`src/hdl/mag_heading_hard_iron_cal_assert.svh`:
```
// Assertion macros for the magnetometer heading block.
`ifndef MAG_HEADING_HARD_IRON_CAL_ASSERT_SVH
`define MAG_HEADING_HARD_IRON_CAL_ASSERT_SVH
// Checks that an antecedent implies a consequent in the next cycle.
`define MHC_ASSERT_NEXT(label, clk, rst_n, ante, cons) \
  label: assert property (@(posedge clk) disable iff (!rst_n) (ante) |=> (cons)) \
    else $error("assertion failed");
// Checks that an antecedent implies a consequent in the same cycle.
`define MHC_ASSERT_NOW(label, clk, rst_n, ante, cons) \
  label: assert property (@(posedge clk) disable iff (!rst_n) (ante) |-> (cons)) \
    else $error("assertion failed");
`endif

```
`src/hdl/mhc_pkg.sv`:
```
// Package with the types and constants of the magnetometer heading block.
package mhc_pkg;
  localparam int TabLen = 24;
  localparam int AccW = 32;
  localparam int VecW = 24;
  localparam logic signed [AccW-1:0] Deg180Fx = 32'sd11796480;
  localparam logic [15:0] HundFull = 16'd36000;

  typedef enum logic [2:0] {
    ST_IDLE, ST_SQRT, ST_HRAW, ST_HCAL, ST_OUT
  } state_t;

  // Control between the sequencer and the CORDIC unit.
  typedef struct packed {
    logic start;
    logic signed [VecW-1:0] x;
    logic signed [VecW-1:0] y;
  } cordic_req_t;

  typedef struct packed {
    logic done;
    logic [15:0] heading;
  } cordic_rsp_t;

  function automatic logic signed [AccW-1:0] ang_tab(input logic [4:0] i);
    logic signed [AccW-1:0] v;
    unique case (i)
      5'd0: v = 32'sd2949120;  5'd1: v = 32'sd1740967; 5'd2: v = 32'sd919879;
      5'd3: v = 32'sd466945;   5'd4: v = 32'sd234379;  5'd5: v = 32'sd117304;
      5'd6: v = 32'sd58666;    5'd7: v = 32'sd29335;   5'd8: v = 32'sd14668;
      5'd9: v = 32'sd7334;     5'd10: v = 32'sd3667;   5'd11: v = 32'sd1833;
      5'd12: v = 32'sd917;     5'd13: v = 32'sd458;    5'd14: v = 32'sd229;
      5'd15: v = 32'sd115;     5'd16: v = 32'sd57;     5'd17: v = 32'sd29;
      5'd18: v = 32'sd14;      5'd19: v = 32'sd7;      5'd20: v = 32'sd4;
      5'd21: v = 32'sd2;       5'd22: v = 32'sd1;
      default: v = '0;
    endcase
    return v;
  endfunction
endpackage

```
`src/hdl/mhc_cordic.sv`:
```
// Iterative CORDIC vectoring unit giving a heading in hundredths of a degree.
module mhc_cordic #(
  parameter int Steps = 16
) (
  input  logic                clk,
  input  logic                rst_n,
  input  mhc_pkg::cordic_req_t req,
  output mhc_pkg::cordic_rsp_t rsp
);
  import mhc_pkg::*;
  // Vector grows by about 1.65 over the pass; two guard bits cover it.
  localparam int WX = VecW + 2;
  localparam int NSteps = (Steps > TabLen) ? TabLen : Steps;
  logic signed [WX-1:0] x_r, x_nxt, y_r, y_nxt;
  logic signed [AccW-1:0] acc_r, acc_nxt;
  logic [4:0] i_r, i_nxt;
  logic busy_r, busy_nxt, zero_r, zero_nxt, done_r, done_nxt;
  logic signed [AccW+7:0] scaled;
  logic signed [AccW-9:0] h;
  logic signed [AccW-9:0] hw;

  // One rotation step per cycle.
  always_comb begin
    x_nxt = x_r; y_nxt = y_r; acc_nxt = acc_r; i_nxt = i_r;
    busy_nxt = busy_r; zero_nxt = zero_r; done_nxt = 1'b0;
    if (req.start) begin
      zero_nxt = (req.x == '0) && (req.y == '0);
      if (req.x < 0) begin
        x_nxt = -WX'(req.x); y_nxt = -WX'(req.y); acc_nxt = Deg180Fx;
      end else begin
        x_nxt = WX'(req.x); y_nxt = WX'(req.y); acc_nxt = '0;
      end
      i_nxt = '0; busy_nxt = 1'b1;
    end else if (busy_r) begin
      if (y_r > 0) begin
        x_nxt = x_r + (y_r >>> i_r); y_nxt = y_r - (x_r >>> i_r);
        acc_nxt = acc_r + ang_tab(i_r);
      end else begin
        x_nxt = x_r - (y_r >>> i_r); y_nxt = y_r + (x_r >>> i_r);
        acc_nxt = acc_r - ang_tab(i_r);
      end
      i_nxt = i_r + 5'd1;
      if (i_r == 5'(NSteps - 1)) begin
        busy_nxt = 1'b0; done_nxt = 1'b1;
      end
    end
  end

  always_ff @(posedge clk) begin
    if (!rst_n) begin
      busy_r <= 1'b0; done_r <= 1'b0;
    end else begin
      busy_r <= busy_nxt; done_r <= done_nxt;
    end
    x_r <= x_nxt; y_r <= y_nxt; acc_r <= acc_nxt; i_r <= i_nxt; zero_r <= zero_nxt;
  end

  // Scale to hundredths and wrap into one turn.
  always_comb begin
    scaled = (AccW+8)'(acc_r) * 40'sd100 + 40'sd32768;
    h = scaled[AccW+7:16];
    if (h < 0) hw = h + (AccW-8)'(HundFull);
    else if (h >= (AccW-8)'(HundFull)) hw = h - (AccW-8)'(HundFull);
    else hw = h;
    rsp.done = done_r;
    rsp.heading = zero_r ? 16'd0 : hw[15:0];
  end
endmodule

```
`src/hdl/mhc_isqrt.sv`:
```
// Iterative integer square root, two bits of the radicand per cycle.
module mhc_isqrt (
  input  logic        clk,
  input  logic        rst_n,
  input  logic        start,
  input  logic [33:0] n_in,
  output logic        done,
  output logic [15:0] root
);
  logic [33:0] n_r, n_nxt, res_r, res_nxt, bit_r, bit_nxt;
  logic busy_r, busy_nxt, done_r, done_nxt;

  always_comb begin
    n_nxt = n_r; res_nxt = res_r; bit_nxt = bit_r;
    busy_nxt = busy_r; done_nxt = 1'b0;
    if (start) begin
      n_nxt = n_in; res_nxt = '0; bit_nxt = 34'h1 << 32; busy_nxt = 1'b1;
    end else if (busy_r) begin
      if (n_r >= res_r + bit_r) begin
        n_nxt = n_r - (res_r + bit_r); res_nxt = (res_r >> 1) + bit_r;
      end else begin
        res_nxt = res_r >> 1;
      end
      bit_nxt = bit_r >> 2;
      if (bit_r == 34'h1) begin
        busy_nxt = 1'b0; done_nxt = 1'b1;
      end
    end
  end

  always_ff @(posedge clk) begin
    if (!rst_n) begin
      busy_r <= 1'b0; done_r <= 1'b0;
    end else begin
      busy_r <= busy_nxt; done_r <= done_nxt;
    end
    n_r <= n_nxt; res_r <= res_nxt; bit_r <= bit_nxt;
  end

  assign done = done_r;
  assign root = res_r[15:0];
endmodule

```
`src/hdl/mag_heading_hard_iron_cal.sv`:
```
// Top level of the magnetometer heading block with hard-iron calibration.
//
// Input words on in_tdata carry one magnetometer sample; in_tuser is the
// sensor-ready flag. Each accepted word yields exactly one result word on
// out_tdata, with out_tuser as the valid flag.
// A not-ready word gives an all-zero result that is valid in the cycle after
// it is accepted, and it leaves the min/max tracking alone. A ready word
// updates min/max, squares the three axes in turn on one squarer and then
// runs a square root and one or two CORDIC vectoring passes on one shared
// unit. The block takes one word at a time; in_tready is low while it works
// and rises the cycle after the result is taken. The result is held in an
// output register until taken; a stalled receiver holds the block in that
// state. Reset loads min to 32767, max to -32768 and the span threshold to
// 60. cfg_wr_en writes the threshold from cfg_wr_data.
`include "mag_heading_hard_iron_cal_assert.svh"
module mag_heading_hard_iron_cal #(
  parameter int CORDIC_STEPS = 16
) (
  input  logic         clk,
  input  logic         rst_n,
  input  logic         cfg_wr_en,
  input  logic [15:0]  cfg_wr_data,
  input  logic         in_tvalid,
  output logic         in_tready,
  // Fields from bit 0: mag_x, mag_y, mag_z.
  input  logic [47:0]  in_tdata,
  // Fields from bit 0: sensor_ready.
  input  logic         in_tuser,
  output logic         out_tvalid,
  input  logic         out_tready,
  // Fields from bit 0: magnitude, heading_raw, heading_cal, cal_applied,
  // span_x, span_y, span_z, then zero fill.
  output logic [103:0] out_tdata,
  // Fields from bit 0: valid_res.
  output logic         out_tuser
);
  import mhc_pkg::*;

  state_t st_r, st_nxt;
  logic [15:0] thr_r;
  logic signed [15:0] xmin_r, xmax_r, ymin_r, ymax_r, zmin_r, zmax_r;
  logic signed [15:0] x_r, y_r, z_r;
  logic [15:0] mag_r, hraw_r, hcal_r;
  logic cal_r, vres_r, ovalid_r;
  logic [33:0] sq_acc_r;
  logic [1:0] ax_r;
  logic sq_go_r;
  logic sq_start, sq_done;
  logic [15:0] sq_root;
  logic signed [15:0] mul_a;
  logic [31:0] mul_p;
  cordic_req_t creq;
  cordic_rsp_t crsp;
  logic [15:0] sx, sy, sz;
  logic signed [16:0] offx, offy;

  mhc_isqrt u_sqrt (.clk, .rst_n, .start(sq_start), .n_in(sq_acc_r),
    .done(sq_done), .root(sq_root));
  mhc_cordic #(.Steps(CORDIC_STEPS)) u_cordic (.clk, .rst_n, .req(creq), .rsp(crsp));

  assign sx = 16'(xmax_r - xmin_r);
  assign sy = 16'(ymax_r - ymin_r);
  assign sz = 16'(zmax_r - zmin_r);
  assign offx = 17'(xmax_r) + 17'(xmin_r);
  assign offy = 17'(ymax_r) + 17'(ymin_r);

  // One shared squarer, one axis per cycle.
  always_comb begin
    unique case (ax_r)
      2'd0: mul_a = x_r;
      2'd1: mul_a = y_r;
      default: mul_a = z_r;
    endcase
    mul_p = 32'(32'(mul_a) * 32'(mul_a));
  end

  // Next state.
  always_comb begin
    st_nxt = st_r;
    unique case (st_r)
      ST_IDLE: if (in_tvalid && in_tready) st_nxt = in_tuser ? ST_SQRT : ST_OUT;
      ST_SQRT: if (sq_done) st_nxt = ST_HRAW;
      ST_HRAW: if (crsp.done) st_nxt = cal_r ? ST_HCAL : ST_OUT;
      ST_HCAL: if (crsp.done) st_nxt = ST_OUT;
      ST_OUT: if (ovalid_r && out_tready) st_nxt = ST_IDLE;
      default: st_nxt = ST_IDLE;
    endcase
  end

  // Outputs of the sequencer.
  always_comb begin
    in_tready = (st_r == ST_IDLE) && !ovalid_r;
    sq_start = sq_go_r;
    creq.start = ((st_r == ST_SQRT) && sq_done) ||
                 ((st_r == ST_HRAW) && crsp.done && cal_r);
    if (st_r == ST_SQRT) begin
      creq.x = VecW'(x_r); creq.y = VecW'(y_r);
    end else begin
      creq.x = VecW'($signed({x_r, 1'b0})) - VecW'(offx);
      creq.y = VecW'($signed({y_r, 1'b0})) - VecW'(offy);
    end
  end

  always_ff @(posedge clk) begin
    if (!rst_n) begin
      st_r <= ST_IDLE; thr_r <= 16'd60; ovalid_r <= 1'b0; sq_go_r <= 1'b0;
      ax_r <= 2'd3;
      xmin_r <= 16'sh7fff; ymin_r <= 16'sh7fff; zmin_r <= 16'sh7fff;
      xmax_r <= 16'sh8000; ymax_r <= 16'sh8000; zmax_r <= 16'sh8000;
    end else begin
      st_r <= st_nxt;
      sq_go_r <= (ax_r == 2'd2);
      if (cfg_wr_en) thr_r <= cfg_wr_data;
      if (ax_r != 2'd3) begin
        ax_r <= ax_r + 2'd1;
      end
      if (in_tvalid && in_tready && in_tuser) begin
        ax_r <= 2'd0;
        if ($signed(in_tdata[15:0]) < xmin_r) xmin_r <= in_tdata[15:0];
        if ($signed(in_tdata[15:0]) > xmax_r) xmax_r <= in_tdata[15:0];
        if ($signed(in_tdata[31:16]) < ymin_r) ymin_r <= in_tdata[31:16];
        if ($signed(in_tdata[31:16]) > ymax_r) ymax_r <= in_tdata[31:16];
        if ($signed(in_tdata[47:32]) < zmin_r) zmin_r <= in_tdata[47:32];
        if ($signed(in_tdata[47:32]) > zmax_r) zmax_r <= in_tdata[47:32];
      end
      if (st_r != ST_OUT && st_nxt == ST_OUT) ovalid_r <= 1'b1;
      else if (ovalid_r && out_tready) ovalid_r <= 1'b0;
    end
    // Datapath registers.
    if (in_tvalid && in_tready) begin
      x_r <= in_tdata[15:0]; y_r <= in_tdata[31:16]; z_r <= in_tdata[47:32];
      vres_r <= in_tuser; sq_acc_r <= '0;
      mag_r <= '0; hraw_r <= '0; hcal_r <= '0; cal_r <= 1'b0;
    end
    if (ax_r != 2'd3) sq_acc_r <= sq_acc_r + 34'(mul_p);
    if (ax_r == 2'd2) cal_r <= (sx > thr_r) && (sy > thr_r);
    if (st_r == ST_SQRT && sq_done) mag_r <= sq_root;
    if (st_r == ST_HRAW && crsp.done) begin
      hraw_r <= crsp.heading; hcal_r <= crsp.heading;
    end
    if (st_r == ST_HCAL && crsp.done) hcal_r <= crsp.heading;
  end

  assign out_tvalid = ovalid_r;
  assign out_tuser = vres_r;
  assign out_tdata = vres_r ? {7'd0, sz, sy, sx, cal_r, hcal_r, hraw_r, mag_r} : '0;

  `MHC_ASSERT_NOW(a_busy_no_ready, clk, rst_n, st_r != ST_IDLE, !in_tready)
  `MHC_ASSERT_NEXT(a_hold_out, clk, rst_n, out_tvalid && !out_tready, out_tvalid)
  `MHC_ASSERT_NOW(a_cal_heading, clk, rst_n, out_tvalid && !cal_r, hcal_r == hraw_r)
endmodule

```
`config.mk`:
```
export PLATFORM = sky130hd
export DESIGN_NAME = mag_heading_hard_iron_cal
export DESIGN_NICKNAME = d
export VERILOG_FILES = /design/src/hdl/mhc_pkg.sv /design/src/hdl/mhc_cordic.sv /design/src/hdl/mhc_isqrt.sv /design/src/hdl/mag_heading_hard_iron_cal.sv
export VERILOG_INCLUDE_DIRS = /design/src /design/src/hdl
export SDC_FILE = /design/constraint.sdc
export NUM_CORES = 2
export LEC_CHECK = 0
export BUFFER_PORTS_ARGS = -buffer_cell sky130_fd_sc_hd__buf_2
export CORE_MARGIN = 5
export CORE_UTILIZATION = 40
export DETAILED_ROUTE_END_ITERATION = 10
export GPL_ROUTABILITY_DRIVEN = 0
export PLACE_DENSITY = 0.55
export SKIP_CTS_REPAIR_TIMING = 1
export SLEW_MARGIN = 30
export SYNTH_ARGS = -nofsm -noshare
export SYNTH_HDL_FRONTEND = slang
export SYNTH_SLANG_ARGS = --single-unit
```
`constraint.sdc`:
```
create_clock -name clk -period 15.5 [get_ports clk]
set_input_delay 1.55 -clock clk [delete_from_list [all_inputs] [get_ports clk]]
set_output_delay 1.55 -clock clk [all_outputs]
set_load 0.01 [all_outputs]
```
==> summary.md <==
## Run status
* run status: finished clean

## Detailed routing
* drt initial violations: 3120
* number of nets with antenna violations after routing: 0
* Via-to-Cell Ratio: 5.48
* Pre-antenna DRT Iters: 8
* count of vias placed by the detailed router: 43351
* number of design rule violations left after detail routing: 0
* per-cell routed wire length: 19.3 microns
* final wirelength: 152 mm

## Critical path
* maximum fanout count along the critical path: 18
* end of the worst register-to-register path: sq_acc_r[33]
* Data required, critical path: 15910 ps
* CP max stage cell: sky130_fd_sc_hd__a21oi_1
* origin of the critical flop-to-flop path: ax_r[0]
* nature of the critical path startpoint: flop
* register-to-register setup slack: 5300 ps
* path type of the worst setup path: reg -> reg
* Data arrival, critical path: 10610 ps
* crit path capture type: flop
* Max stage delay on crit path: 700 ps
* length in cells of the worst reg-to-reg path: 35
* library cell appearing most often on the critical path: sky130_fd_sc_hd__fa_1

## Logic synthesis
* number of instances in the synthesized netlist: 6016
* post-synthesis sequential element count: 452
* mean cell area of the mapped netlist: 8.74 sq um
* Post-synth ARST share: 0
* post-synthesis sequential area ratio: 0.220
* total of warnings raised by yosys: 0
* Syn Std Cell Area: 52600 sq um
* Main synth FF type: sky130_fd_sc_hd__edfxtp_1
* Netlist cell types: 113
* number of flops mapped to enable cells by yosys: 251

## STA
* final count of pins violating max slew: 0
* Setup TNS: 0 ps
* largest clock skew in the final design: 36.2 ps
* worst slew margin relative to its limit: 0.382
* achievable clock frequency: 98.1 MHz
* unrepaired setup endpoints after global routing: false
* final period utilization: 0.658
* Worst Tran Pin Value: 903 ps
* endpoints failing hold: 0
* setup violators final: 0
* final period demand of the worst path: 10200 ps

## Clocking
* TritonCTS clock tree: built
* CTS root buf: sky130_fd_sc_hd__clkbuf_16
* Clock Sinks: 452
* clock transition time at the flip-flop clock pins of the worst setup and hold paths: 60 ps
* deepest clock path buffer count: 3
* worst-skew pair later-pin latency: 690 ps
* clock buffer count from CTS: 59
* htree depth: 2

## Floorplanning
* cell row count: 133
* die area: 139000 sq um
* I/O pin total: 177
* Std-Cell Core Area: 131000 sq um
* height of the chip: 373 microns
* Initial Utilization: 0.401
* width of the chip: 373 microns

## Global routing
* All-Layer GR Usage: 0.215
* vias in the first global route: 41790
* number of antenna violations at the first check in global routing: 19
* wire length of the first global-routing pass: 237 mm
* pin count of the biggest net entering global routing: 85
* total global routing overflow: 0

## Cells and area
* # nets final: 7071
* share of layout cells above drive strength 1: 0.0786
* synthesis-to-finish area growth: 9.05%

## Placed design
* detailed-placement wirelength estimate: 121 mm
* Port-buffer cells: 169

## Run
* Max-cap violations: 0

## Min path
* Hold Crit Depth: 2
* terminating pin of the worst hold path: xmin_r[15]
* kind of path behind the tightest hold check: reg -> reg
* launch instance of the worst min-delay path: xmin_r[15]

## cell type report
type,count,area [sq um]
clock buffers,84,1780
fillers,13117,73800
diodes,18,45.0
inverters,733,2750
multi-input cells,4623,37500
clock inverters,28,349
well taps,1755,2200
repair buffers,211,1170
flip-flops and latches,452,11600
## how the worst max path moves through the flow
| stage | from | endpoint | slack, ps | depth (start not counted) |
|---|---|---|---|---|
| floorplan | ax_r[0] | sq_acc_r[33] | 6520 | 37 |
| global placement | ax_r[0] | sq_acc_r[33] | 5400 | 37 |
| detailed placement | ax_r[0] | sq_acc_r[33] | 5240 | 37 |
| global route | ax_r[0] | sq_acc_r[33] | 4480 | 41 |
| finish | ax_r[0] | sq_acc_r[33] | 5300 | 35 |
| CTS | ax_r[0] | sq_acc_r[33] | 5210 | 37 |
## critical path, delay by kind of cell (launching register included)
family	cells	cell delay [ps]
AOI/OAI and AO/OA	10	2340
DFF	1	340
buffers and inverters	6	1090
xor gates and xnor gates	2	320
adders and majority gates	9	4330
and+or+nand+nor	8	1470
## cells by family after synthesis
kind of cell / Yosys count / share of synthesized area
AO/OA/AOI/OAI: 1362 / 0.170
XOR/XNOR: 400 / 0.0669
adder cells (fa/ha/maj): 921 / 0.262
buffers and inverters: 947 / 0.0696
flip-flops: 452 / 0.220
multiplexers: 233 / 0.0577
other: 1 / 0.0000713
AND/OR/NAND/NOR: 1700 / 0.153
## placed cells by master (no fill, tap or decap), drive strengths merged, types with 19 or more instances in the layout
cell type	synthesis	routed
and3	57	57
ha	619	619
nor2b	58	58
dfxtp	201	201
mux4	54	54
mux2	19	19
mux2i	160	160
a31o	23	23
edfxtp	251	251
fa	302	302
o21bai	51	51
nand3	94	94
and2	123	123
or3	41	41
o211ai	40	40
a211oi	57	57
nand4	54	54
a31oi	73	73
buf	50	211
a311oi	20	20
a21boi	19	19
o211a	21	21
xor2	168	168
nor2	571	571
nand2b	49	49
o21ai	287	287
inv	724	728
o31ai	37	37
a21o	149	149
xnor2	232	232
nand2	423	423
clkbuf	164	84
nor3	125	125
o21a	51	51
clkinv	9	24
a21oi	360	360
a211o	24	24
nor4	28	28
## per-stage QoR
stage / hold slack [ps] / cell area [sq um] / util / std cells / setup slack, ps
floorplan: 435 / 52600 / - / 6022 / 6520
global placement: 444 / 55100 / 0.420 / 7773 / 5400
detailed placement: 454 / 55100 / 0.421 / 7774 / 5240
CTS: 463 / 57300 / 0.437 / 7886 / 5210
global route: 486 / 57300 / 0.437 / 7889 / 4480
finish: 461 / 57300 / 0.437 / 7904 / 5300
## registers in the layout (all words and copies together) (netlist names), 17 cells and up, named ones only
| name | cells |
|---|---|
| u_cordic.y_r | 26 |
| sq_acc_r | 34 |
| u_sqrt.res_r | 34 |
| u_cordic.acc_r | 32 |
| u_sqrt.n_r | 34 |
| u_sqrt.bit_r | 17 |
| u_cordic.x_r | 26 |
## per-layer routing
metal / GRT usage / up-vias / wire length, microns
met3: 0.0532 / 204 / 11900
met5: 0 / - / 57
met2: 0.339 / 1080 / 67500
met1: 0.298 / 20942 / 69200
met4: 0.0531 / 8 / 3600
li1: - / 21117 / -
## synth_stat cells, types with 16 or more instances
cell	number	area (sq um)
sky130_fd_sc_hd__nand2b_1	49	307
sky130_fd_sc_hd__o21a_1	51	383
sky130_fd_sc_hd__a31o_2	23	201
sky130_fd_sc_hd__o21ai_0	273	1370
sky130_fd_sc_hd__mux2_2	19	214
sky130_fd_sc_hd__a311oi_1	19	166
sky130_fd_sc_hd__nand3_1	94	470
sky130_fd_sc_hd__nor2b_1	58	363
sky130_fd_sc_hd__o21bai_1	51	383
sky130_fd_sc_hd__buf_1	16	60.1
sky130_fd_sc_hd__mux4_2	54	1220
sky130_fd_sc_hd__dfxtp_1	201	4020
sky130_fd_sc_hd__or3_1	40	250
sky130_fd_sc_hd__inv_1	723	2710
sky130_fd_sc_hd__a21oi_1	358	1790
sky130_fd_sc_hd__a211o_1	24	210
sky130_fd_sc_hd__a31oi_1	73	457
sky130_fd_sc_hd__buf_2	16	80.1
sky130_fd_sc_hd__xor2_1	167	1460
sky130_fd_sc_hd__fa_1	302	6050
sky130_fd_sc_hd__a211oi_1	55	413
sky130_fd_sc_hd__mux2i_1	160	1600
sky130_fd_sc_hd__o31ai_1	35	263
sky130_fd_sc_hd__o211ai_1	39	293
sky130_fd_sc_hd__o211a_1	21	210
sky130_fd_sc_hd__nor2_1	571	2140
sky130_fd_sc_hd__nor3_1	124	621
sky130_fd_sc_hd__xnor2_1	231	2020
sky130_fd_sc_hd__a22o_1	17	149
sky130_fd_sc_hd__nand2_1	423	1590
sky130_fd_sc_hd__a21o_1	149	1120
sky130_fd_sc_hd__nand4_1	53	332
sky130_fd_sc_hd__and3_1	56	350
sky130_fd_sc_hd__clkbuf_1	163	612
sky130_fd_sc_hd__nor4_1	26	163
sky130_fd_sc_hd__ha_1	619	7740
sky130_fd_sc_hd__edfxtp_1	251	7540
sky130_fd_sc_hd__and2_1	121	757
sky130_fd_sc_hd__or2_2	17	106
sky130_fd_sc_hd__o22ai_1	18	113
sky130_fd_sc_hd__a21boi_0	19	143
Power is not shown: default switching activity piles up to over one toggle a cycle in this logic, so the estimate is an artifact.
